### src/hdl/dvrt_pkg.sv
// ============================================================================
// dvrt_pkg
// Shared types and constants of the distance-vector route table.
// ============================================================================
`default_nettype none

package dvrt_pkg;

    localparam int ROUTERS_DEF   = 16;
    localparam int DIST_BITS_DEF = 16;

    localparam int APB_ADDR_W = 3;
    localparam int APB_DATA_W = 32;

    // register index (byte address / 4)
    localparam logic [APB_ADDR_W-3:0] REG_SELF_ID = '0;

    // command codes
    localparam logic [1:0] CMD_LOOKUP = 2'd0;
    localparam logic [1:0] CMD_VECTOR = 2'd1;
    localparam logic [1:0] CMD_WRITE  = 2'd2;

    typedef struct packed {
        logic [1:0]  cmd;
        logic [3:0]  peer;
        logic [3:0]  entry_index;
        logic [15:0] distance;
        logic [3:0]  hop;
        logic [15:0] link_cost;
        logic        last;
    } t_route_req;

    typedef struct packed {
        logic [1:0]  kind;
        logic        deliver_local;
        logic [3:0]  forward_hop;
        logic [15:0] own_distance;
        logic [3:0]  own_hop;
        logic        table_changed;
        logic        vector_changed;
    } t_route_rsp;

    // controller to datapath
    typedef struct packed {
        logic clr;
        logic capture;
        logic rd;
        logic upd;
        logic fin;
    } t_dp_cmd;

    // datapath to controller
    typedef struct packed {
        logic clr_last;
    } t_dp_sts;

endpackage

`default_nettype wire

### src/hdl/dvrt_ctrl.sv
// ============================================================================
// dvrt_ctrl
// Sequencer: clearing pass, request capture, read, update, result load.
// ============================================================================
`default_nettype none

module dvrt_ctrl
    import dvrt_pkg::*;
(
    input  wire logic    i_clk,
    input  wire logic    i_rst_n,
    input  wire logic    i_in_valid,
    output logic         o_in_ready,
    output logic         o_out_valid,
    input  wire logic    i_out_ready,
    output t_dp_cmd      o_cmd,
    input  wire t_dp_sts i_sts
);

    localparam logic [2:0] ST_CLEAR = 3'd0;
    localparam logic [2:0] ST_IDLE  = 3'd1;
    localparam logic [2:0] ST_READ  = 3'd2;
    localparam logic [2:0] ST_UPD   = 3'd3;
    localparam logic [2:0] ST_DONE  = 3'd4;

    logic [2:0] r_state;
    logic [2:0] n_state;
    logic       r_out_valid;
    logic       n_out_valid;
    logic       w_fin;

    // load the result register only when it is free or being drained
    assign w_fin = (r_state == ST_DONE) && (!r_out_valid || i_out_ready);

    always_comb begin
        n_state = r_state;
        o_cmd   = '0;
        case (r_state)
            ST_CLEAR: begin
                o_cmd.clr = 1'b1;
                if (i_sts.clr_last) begin
                    n_state = ST_IDLE;
                end
            end
            ST_IDLE: begin
                if (i_in_valid) begin
                    o_cmd.capture = 1'b1;
                    n_state       = ST_READ;
                end
            end
            ST_READ: begin
                o_cmd.rd = 1'b1;
                n_state  = ST_UPD;
            end
            ST_UPD: begin
                o_cmd.upd = 1'b1;
                n_state   = ST_DONE;
            end
            ST_DONE: begin
                if (w_fin) begin
                    o_cmd.fin = 1'b1;
                    n_state   = ST_IDLE;
                end
            end
            default: begin
                n_state = ST_IDLE;
            end
        endcase
    end

    always_comb begin
        n_out_valid = r_out_valid;
        if (r_out_valid && i_out_ready) begin
            n_out_valid = 1'b0;
        end
        if (w_fin) begin
            n_out_valid = 1'b1;
        end
    end

    always_ff @(posedge i_clk) begin
        if (!i_rst_n) begin
            r_state     <= ST_CLEAR;
            r_out_valid <= 1'b0;
        end else begin
            r_state     <= n_state;
            r_out_valid <= n_out_valid;
        end
    end

    assign o_in_ready  = (r_state == ST_IDLE);
    assign o_out_valid = r_out_valid;

endmodule

`default_nettype wire

### config.mk
export PLATFORM = sky130hd
export DESIGN_NAME = dvrt_ctrl
export DESIGN_NICKNAME = d
export VERILOG_FILES = /design/src/hdl/dvrt_pkg.sv /design/src/hdl/dvrt_ctrl.sv
export SDC_FILE = /design/constraint.sdc
export NUM_CORES = 1
export LEC_CHECK = 0
export BUFFER_PORTS_ARGS = -buffer_cell sky130_fd_sc_hd__buf_2
export CORE_AREA = 2 2 39 41
export CTS_CLUSTER_SIZE = 8
export DETAILED_ROUTE_END_ITERATION = 12
export DIE_AREA = 0 0 41 43
export GPL_ROUTABILITY_DRIVEN = 0
export PLACE_DENSITY = 0.5
export SYNTH_ARGS = -nofsm -noshare
export SYNTH_HDL_FRONTEND = slang
export SYNTH_SLANG_ARGS = --single-unit
export TNS_END_PERCENT = 50
### constraint.sdc
create_clock -name i_clk -period 1.15 [get_ports i_clk]
set_clock_uncertainty 0.2 [all_clocks]
set_input_delay 0.0575 -clock i_clk [delete_from_list [all_inputs] [get_ports i_clk]]
set_output_delay 0.0575 -clock i_clk [all_outputs]
set_load 0.05 [all_outputs]
# ---- Yosys cells after proc, flatten, opt, wreduce, memory -nomap -nowiden
# Index checks and enable logic that the tools add are counted.
dict set report totals {
  out_inout_bits 7
  reg_bits 4
  word_cells 29
  input_bits 5
}
dict set report op_classes {
  n_reduce_logical 7
  mux 13
  eq_ne 7
}
# operator n
set op_table {}
lappend op_table {{one-hot mux 3 bit (5 select lines)} 1}
lappend op_table {{two-way mux 1 bit} 9}
lappend op_table {{two-way mux 3 bit} 3}
lappend op_table {{== test 3 x 2 -> 1 bit, second input constant} 2}
lappend op_table {{!= test 2 bit, second input constant} 3}
lappend op_table {{== test 3 x 1 -> 1 bit, second input constant} 1}
lappend op_table {{== test 3 bit, second input constant} 1}
lappend op_table {{logical NOT 3 bit} 1}
lappend op_table {{AND reduction 3 bit} 1}
lappend op_table {{logical AND 1 bit} 2}
lappend op_table {{nonzero test 2 bit} 1}
lappend op_table {{logical NOT 1 bit} 1}
lappend op_table {{logical OR 1 bit} 1}

# ---- Depth between registers and ports, before layout
# Gate-level depths: netlist (run 1).
dict set report depth {
  word_depth 5
  mapped_depth 3
}

# ---- Least setup slack after synthesis (run 1)
# No wires, ideal clock.
dict set report synth_timing {
  path_kind {flip-flop to output port}
  from {reg r_state[1]}
  to {out o_cmd[2] in the netlist's numbering}
  setup_slack_ps -707
  arrival_time_ps 1600
  stages_incl_launch_ff 2
  path_cell_list {dfxtp_1 -> nor3b_1}
}
# element line
set synth_rtl {}
lappend synth_rtl {{start: declaration} dvrt_ctrl.sv:26} ;# logic [2:0] r_state;
lappend synth_rtl {{start signal: assignment} dvrt_ctrl.sv:86} ;# r_state <= n_state;
lappend synth_rtl {{end: declaration} dvrt_ctrl.sv:16} ;# output t_dp_cmd o_cmd,

==> results.json, run 1 <==
{
  "status": "complete, but fails checks",
  "violations": "setup timing",
  "clk_path_buf_depth": 2,
  "cts_sinks": 4,
  "grt_antenna_before_repair": 0,
  "hp-class": "input pin to flip-flop",
  "ys_ff_latch": 4,
  "synthTopCellsByArea": "dfxtp_1, nor3b_2, nor2b_1, mux2_2, nor3_1",
  "cellPowerDensity_mw_per_mm2": 1060,
  "crit_fanout": 6,
  "rsz0062_at_grt": "yes",
  "fill_cells": 145,
  "drive_above_1_share_pct": 77.8,
  "multi_input_area_um2": 186,
  "period_needed_ns": 1.37,
  "vias_per_cell": 4.05,
  "fin_worst_hold_slack_ns": 0.00431,
  "r2r-start": "r_state[1]$_SDFFE_PN0P_",
  "ios": 12,
  "port_buffers": 11,
  "ys_seq_area_share_pct": 36.6,
  "diodes": 0,
  "crit_buf_inv": 1,
  "core_region_area_mm2": 0.00138,
  "yosysMostFrequentCell": "dfxtp_1",
  "async_flop_share_pct": 0,
  "worstPathCellList": "nor3b_4 > nor2b_2 > buf_6",
  "slew_headroom_pct": 79.1,
  "crit_cells": 3,
  "firstDrtPassIters": 2,
  "cap_violations": 0,
  "drc": 0,
  "tightest_slew_ns": 0.312,
  "fin_crit_sh_pct": 119,
  "dieArea_mm2": 0.00176,
  "drt-initial-drc-count": 3,
  "die_x_um": 41,
  "grt_pass1_wl_um": 1060,
  "syn_area_um2": 219,
  "worstPathRequired_ns": 0.89,
  "final-setup-viol-count": 8,
  "path_delay_family": "flip-flops",
  "synth_warnings": 0,
  "grt_max_degree": 9,
  "cts_tree": "done",
  "worstPathArrival_ns": 1.11,
  "post_synth.cell_area_avg_um2": 9.12,
  "post_drt_wl_per_cell_um": 9.52,
  "grt_util_all_layers_pct": 9.26,
  "startpoint": "r_state[1]$_SDFFE_PN0P_",
  "met1_length_um": 188,
  "slew_violations": 0,
  "dp_hpwl_um": 476,
  "netlist-cell-type-count": 15,
  "place_ws_ns": -0.0836,
  "leakage_nw": 0.210,
  "clkSlewWorstSetupHoldPaths_ns": 0.04,
  "fmax_mhz": 730,
  "synth_top_area_share_pct": 36.6,
  "setup_ws_ns": -0.220,
  "ff2ff_setup_slack_ns": -0.06,
  "r2r.worst_path.cells": 4,
  "numCtsBuffers": 3,
  "synth-edff-count": 0,
  "met2_length_um": 387,
  "final-hold-violation-count": 0,
  "highest_layer": "met3",
  "ys.flop_type": "dfxtp_1",
  "grt_pass1_vias": 276,
  "wl_met3_um": 5,
  "p_total_mw": 0.505,
  "rows": 14,
  "regArea_um2": 90.1,
  "worstSetupPathType": "flip-flop to primary output",
  "setup.worst_path.end_class": "primary output",
  "slowest_delay_ns": 0.36,
  "ir_drop_v": 0.000317,
  "r2r_end": "r_state[0]$_SDFFE_PN0P_",
  "antenna_left": 0,
  "syn_inst": 24,
  "layout.nets": 51,
  "syn-num-nets": 29,
  "start_kind": "flip-flop",
  "cp-endpoint": "o_cmd[0]",
  "drt-total-wl_um": 581,
  "slowest_stage": "dfxtp_4",
  "htree_levels": 1,
  "clk_root_buffer_cell": "clkbuf_4",
  "initial_core_util_pct": 15.8,
  "dieHeight_um": 43,
  "syn2layout_area_growth_pct": 117,
  "vias": 247,
  "yosysTopAreaCell": "dfxtp_1",
  "grt_overflow_total": 0,
  "clk_latency_ns": 0.23,
  "synth_top_cells_by_count": "dfxtp_1, nor2b_1"
}
-- power by group --
part	internal [mW]	switching, mW	leakage (nW)
Clock	0.130	0.0567	0.0150
Combinational	0.0694	0.0877	0.160
Sequential	0.146	0.0148	0.0350
-- timing repair --
action / in CTS / in global routing
setup endpoints to repair: 9 / 9
gates resized for setup: 17 / 1
hold buffers: 1 / 0
endpoints found under the hold margin: 4 / 0
pin swaps: 5 / 2
setup buffers: 0 / 0
-- flip-flops by register name, indices dropped and copies added, names as in the netlist --
name,cells
o_out_valid,1
r_state,3
-- worst min-delay path, stage by stage --
cell	delay, ns
buf_2	0.07
nor2b_1	0.07
nand2_1	0.07
o211a_1	0.13
-- metal layers --
layer | global-route usage [%] | up-vias
met3 | 3.14 | 0
met5 | 0 | -
met1 | 8.09 | 120
met2 | 15.3 | 1
li1 | - | 126
met4 | 8.00 | 0
-- stage by stage --
step | util (%) | area, um^2 | std cells | setup TNS [ns]
CTS | 33.8 | 468 | 61 | -1.14
finish | 34.3 | 474 | 61 | -1.11
detailed placement | 27.6 | 382 | 56 | -0.366
global placement | 27.6 | 382 | 56 | -0.381
global route | 34.3 | 474 | 61 | -1.63
floorplan | - | 269 | 24 | -0.810
-- cells by family (layout without fill, tap and decap cells) --
| group | Yosys count | in the layout | synth area share [%] |
|---|---|---|---|
| flops | 4 | 4 | 36.6 |
| compound gates | 4 | 4 | 13.1 |
| buf+inv | 1 | 22 | 3.43 |
| mux | 1 | 1 | 5.14 |
| simple gates | 14 | 14 | 41.7 |
-- layout make-up --
type                            instances  share of cell area (%)
Tap cell                               16                    4.22
Sequential cell                         4                    19.0
Multi-Input combinational cell         19                    39.3
Clock buffer                            4                    5.54
Timing Repair Buffer                   18                    31.9
-- worst min path at each step --
stage / startpoint / endpoint / cells after the start
after floorplan: i_rst_n / o_out_valid$_SDFFE_PN0P_ / 1
after global placement: i_rst_n / o_out_valid$_SDFFE_PN0P_ / 2
after detailed placement: i_rst_n / o_out_valid$_SDFFE_PN0P_ / 2
after CTS: i_out_ready / o_out_valid$_SDFFE_PN0P_ / 3
after global routing: i_out_ready / o_out_valid$_SDFFE_PN0P_ / 3
final: i_out_ready / r_state[0]$_SDFFE_PN0P_ / 4
-- placed cells by master (no fill, tap or decap) --
| cell type | synthesis | layout |
|---|---|---|
| a21oi_1 | 1 | 1 |
| and3b_2 | 0 | 1 |
| buf_2 | 0 | 5 |
| buf_4 | 1 | 5 |
| buf_6 | 0 | 7 |
| clkbuf_1 | 0 | 1 |
| clkbuf_4 | 0 | 3 |
| dfxtp_2 | 0 | 2 |
| dfxtp_4 | 0 | 2 |
| dlygate4sd3_1 | 0 | 1 |
| mux2_2 | 1 | 1 |
| nand2_1 | 2 | 1 |
| nand2_4 | 0 | 1 |
| nand2b_1 | 1 | 1 |
| nor2_2 | 0 | 1 |
| nor2_4 | 0 | 1 |
| nor2b_1 | 3 | 2 |
| nor2b_2 | 0 | 1 |
| nor3_2 | 0 | 1 |
| nor3_4 | 0 | 1 |
| nor3b_2 | 2 | 1 |
| nor3b_4 | 0 | 2 |
| o211a_1 | 1 | 1 |
| o21a_1 | 1 | 1 |
| o22ai_1 | 1 | 1 |
(Power assumes the default switching activity.)
==> run 2, diff against run 1 <==
Settings changed: CTS_BUF_LIST set to sky130_fd_sc_hd__clkbuf_8, PLACE_DENSITY 0.5 to 0.49.
Clock period 1.15 ns to 1.5 ns, I/O delays scaled along.
==> results.json, run 2 (synthesis gave the netlist of run 1 again) <==
{
  "clk_root_buffer_cell": "clkbuf_8",
  "p_total_mw": 0.433,
  "worstPathArrival_ns": 1.15,
  "layout.nets": 47,
  "drt-initial-drc-count": 0,
  "clkSlewWorstSetupHoldPaths_ns": 0.03,
  "syn2layout_area_growth_pct": 67.4,
  "drt-total-wl_um": 472,
  "crit_fanout": 5,
  "drive_above_1_share_pct": 52.5,
  "vias_per_cell": 3.98,
  "final-setup-viol-count": 0,
  "initial_core_util_pct": 15.8,
  "grt_overflow_total": 0,
  "port_buffers": 11,
  "final_cells": 56,
  "hp-class": "input pin to flip-flop",
  "slew_violations": 0,
  "met2_length_um": 188,
  "drc": 0,
  "setup.worst_path.end_class": "primary output",
  "cts_tree": "done",
  "cellPowerDensity_mw_per_mm2": 1180,
  "hold_depth": 4,
  "dieHeight_um": 43,
  "cap_violations": 0,
  "highest_layer": "met4",
  "cts_sinks": 4,
  "layout_commonest_cell": "buf_2",
  "grt_max_degree": 9,
  "fin_worst_hold_slack_ns": 0.0112,
  "r2r_end": "r_state[1]$_SDFFE_PN0P_",
  "vias": 223,
  "ir_drop_v": 0.000293,
  "wl_met3_um": 46,
  "final-hold-violation-count": 0,
  "core_region_area_mm2": 0.00138,
  "clk_latency_ns": 0.22,
  "worstPathRequired_ns": 1.22,
  "r2r.worst_path.cells": 2,
  "diodes": 0,
  "dp_hpwl_um": 360,
  "leakage_nw": 0.178,
  "ff2ff_setup_slack_ns": 0.25,
  "tightest_slew_ns": 0.257,
  "ios": 12,
  "grt_pass1_wl_um": 717,
  "rsz0062_at_grt": "yes",
  "dieArea_mm2": 0.00176,
  "antenna_left": 0,
  "rows": 14,
  "post-route-util_pct": 26.5,
  "timing.hold.worst.start": "i_out_ready",
  "worstSetupPathType": "flip-flop to primary output",
  "firstDrtPassIters": 1,
  "fmax_mhz": 701,
  "grt_antenna_before_repair": 0,
  "slew_headroom_pct": 82.9,
  "start_kind": "flip-flop",
  "fill_cells": 149,
  "max_flop_register": "r_state",
  "die_x_um": 41,
  "dp_cells": 52,
  "htree_levels": 1,
  "status": "finished clean",
  "numCtsBuffers": 3,
  "period_needed_ns": 1.43,
  "post_drt_wl_per_cell_um": 8.43,
  "r2r-start": "r_state[1]$_SDFFE_PN0P_",
  "grt_util_all_layers_pct": 7.23,
  "met1_length_um": 205,
  "largest_reg_flops": 3,
  "fin_crit_sh_pct": 95.2,
  "grt_pass1_vias": 172,
  "worst_hold_path.endpoint": "r_state[2]$_SDFFE_PN0P_",
  "clk_path_buf_depth": 2
}
## run 2: stage by stage
stage	setup TNS [ns]	worst slack [ns]	area, um^2
2_1_floorplan	-0.583	-0.341	224
3_3_place_gp	0	0.232	307
3_5_place_dp	0	0.229	307
4_1_cts	0	0.000749	358
5_1_grt	-0.0184	-0.0184	367
6_report	0	0.0727	367
## run 2: critical path, stage by stage, from the launching register on
cell and delay, ns:
dfxtp_1 0.38, nor3b_2 0.20, nor2b_1 0.15, buf_4 0.20
## run 2: how the worst max path moves through the flow
stage | from | end | slack (ns) | cells after the start
6_report | r_state[2]$_SDFFE_PN0P_ | o_cmd[0] | 0.07 | 3
5_1_grt | r_state[2]$_SDFFE_PN0P_ | o_cmd[0] | -0.02 | 3
4_1_cts | r_state[0]$_SDFFE_PN0P_ | o_cmd[0] | 0.0007 | 3
3_5_place_dp | r_state[0]$_SDFFE_PN0P_ | o_cmd[3] | 0.23 | 3
3_3_place_gp | r_state[0]$_SDFFE_PN0P_ | o_cmd[0] | 0.23 | 3
2_1_floorplan | r_state[0]$_SDFFE_PN0P_ | o_cmd[3] | -0.34 | 2
## run 2: routing by layer
metal / vias up / GRT usage, %
met4: 0 / 10.0
met1: 93 / 7.40
li1: 116 / -
met3: 5 / 6.28
met2: 9 / 6.88
met5: - / 0
## run 2: repair_timing
| action | in CTS | in global routing |
|---|---|---|
| setup endpoints to repair | 0 | 3 |
| endpoints found under the hold margin | 4 | 0 |
| hold buffers | 1 | 0 |
| setup buffers | 0 | 0 |
| gates resized for setup | 0 | 5 |
## run 2: power breakdown
part / internal [mW] / switching (mW) / total [mW]
sequential: 0.113 / 0.00968 / 0.122
clock: 0.171 / 0.0563 / 0.227
combinational: 0.0285 / 0.0546 / 0.0831
total: 0.312 / 0.121 / 0.433
## run 2: layout make-up
| type | instances | area, um^2 | area share, % |
|---|---|---|---|
| timing repair buffer | 14 | 87.6 | 23.9 |
| multi-input combinational | 19 | 136 | 37.2 |
| clock buffer | 3 | 41.3 | 11.3 |
| tap | 16 | 20.0 | 5.46 |
| sequential | 4 | 81.3 | 22.2 |
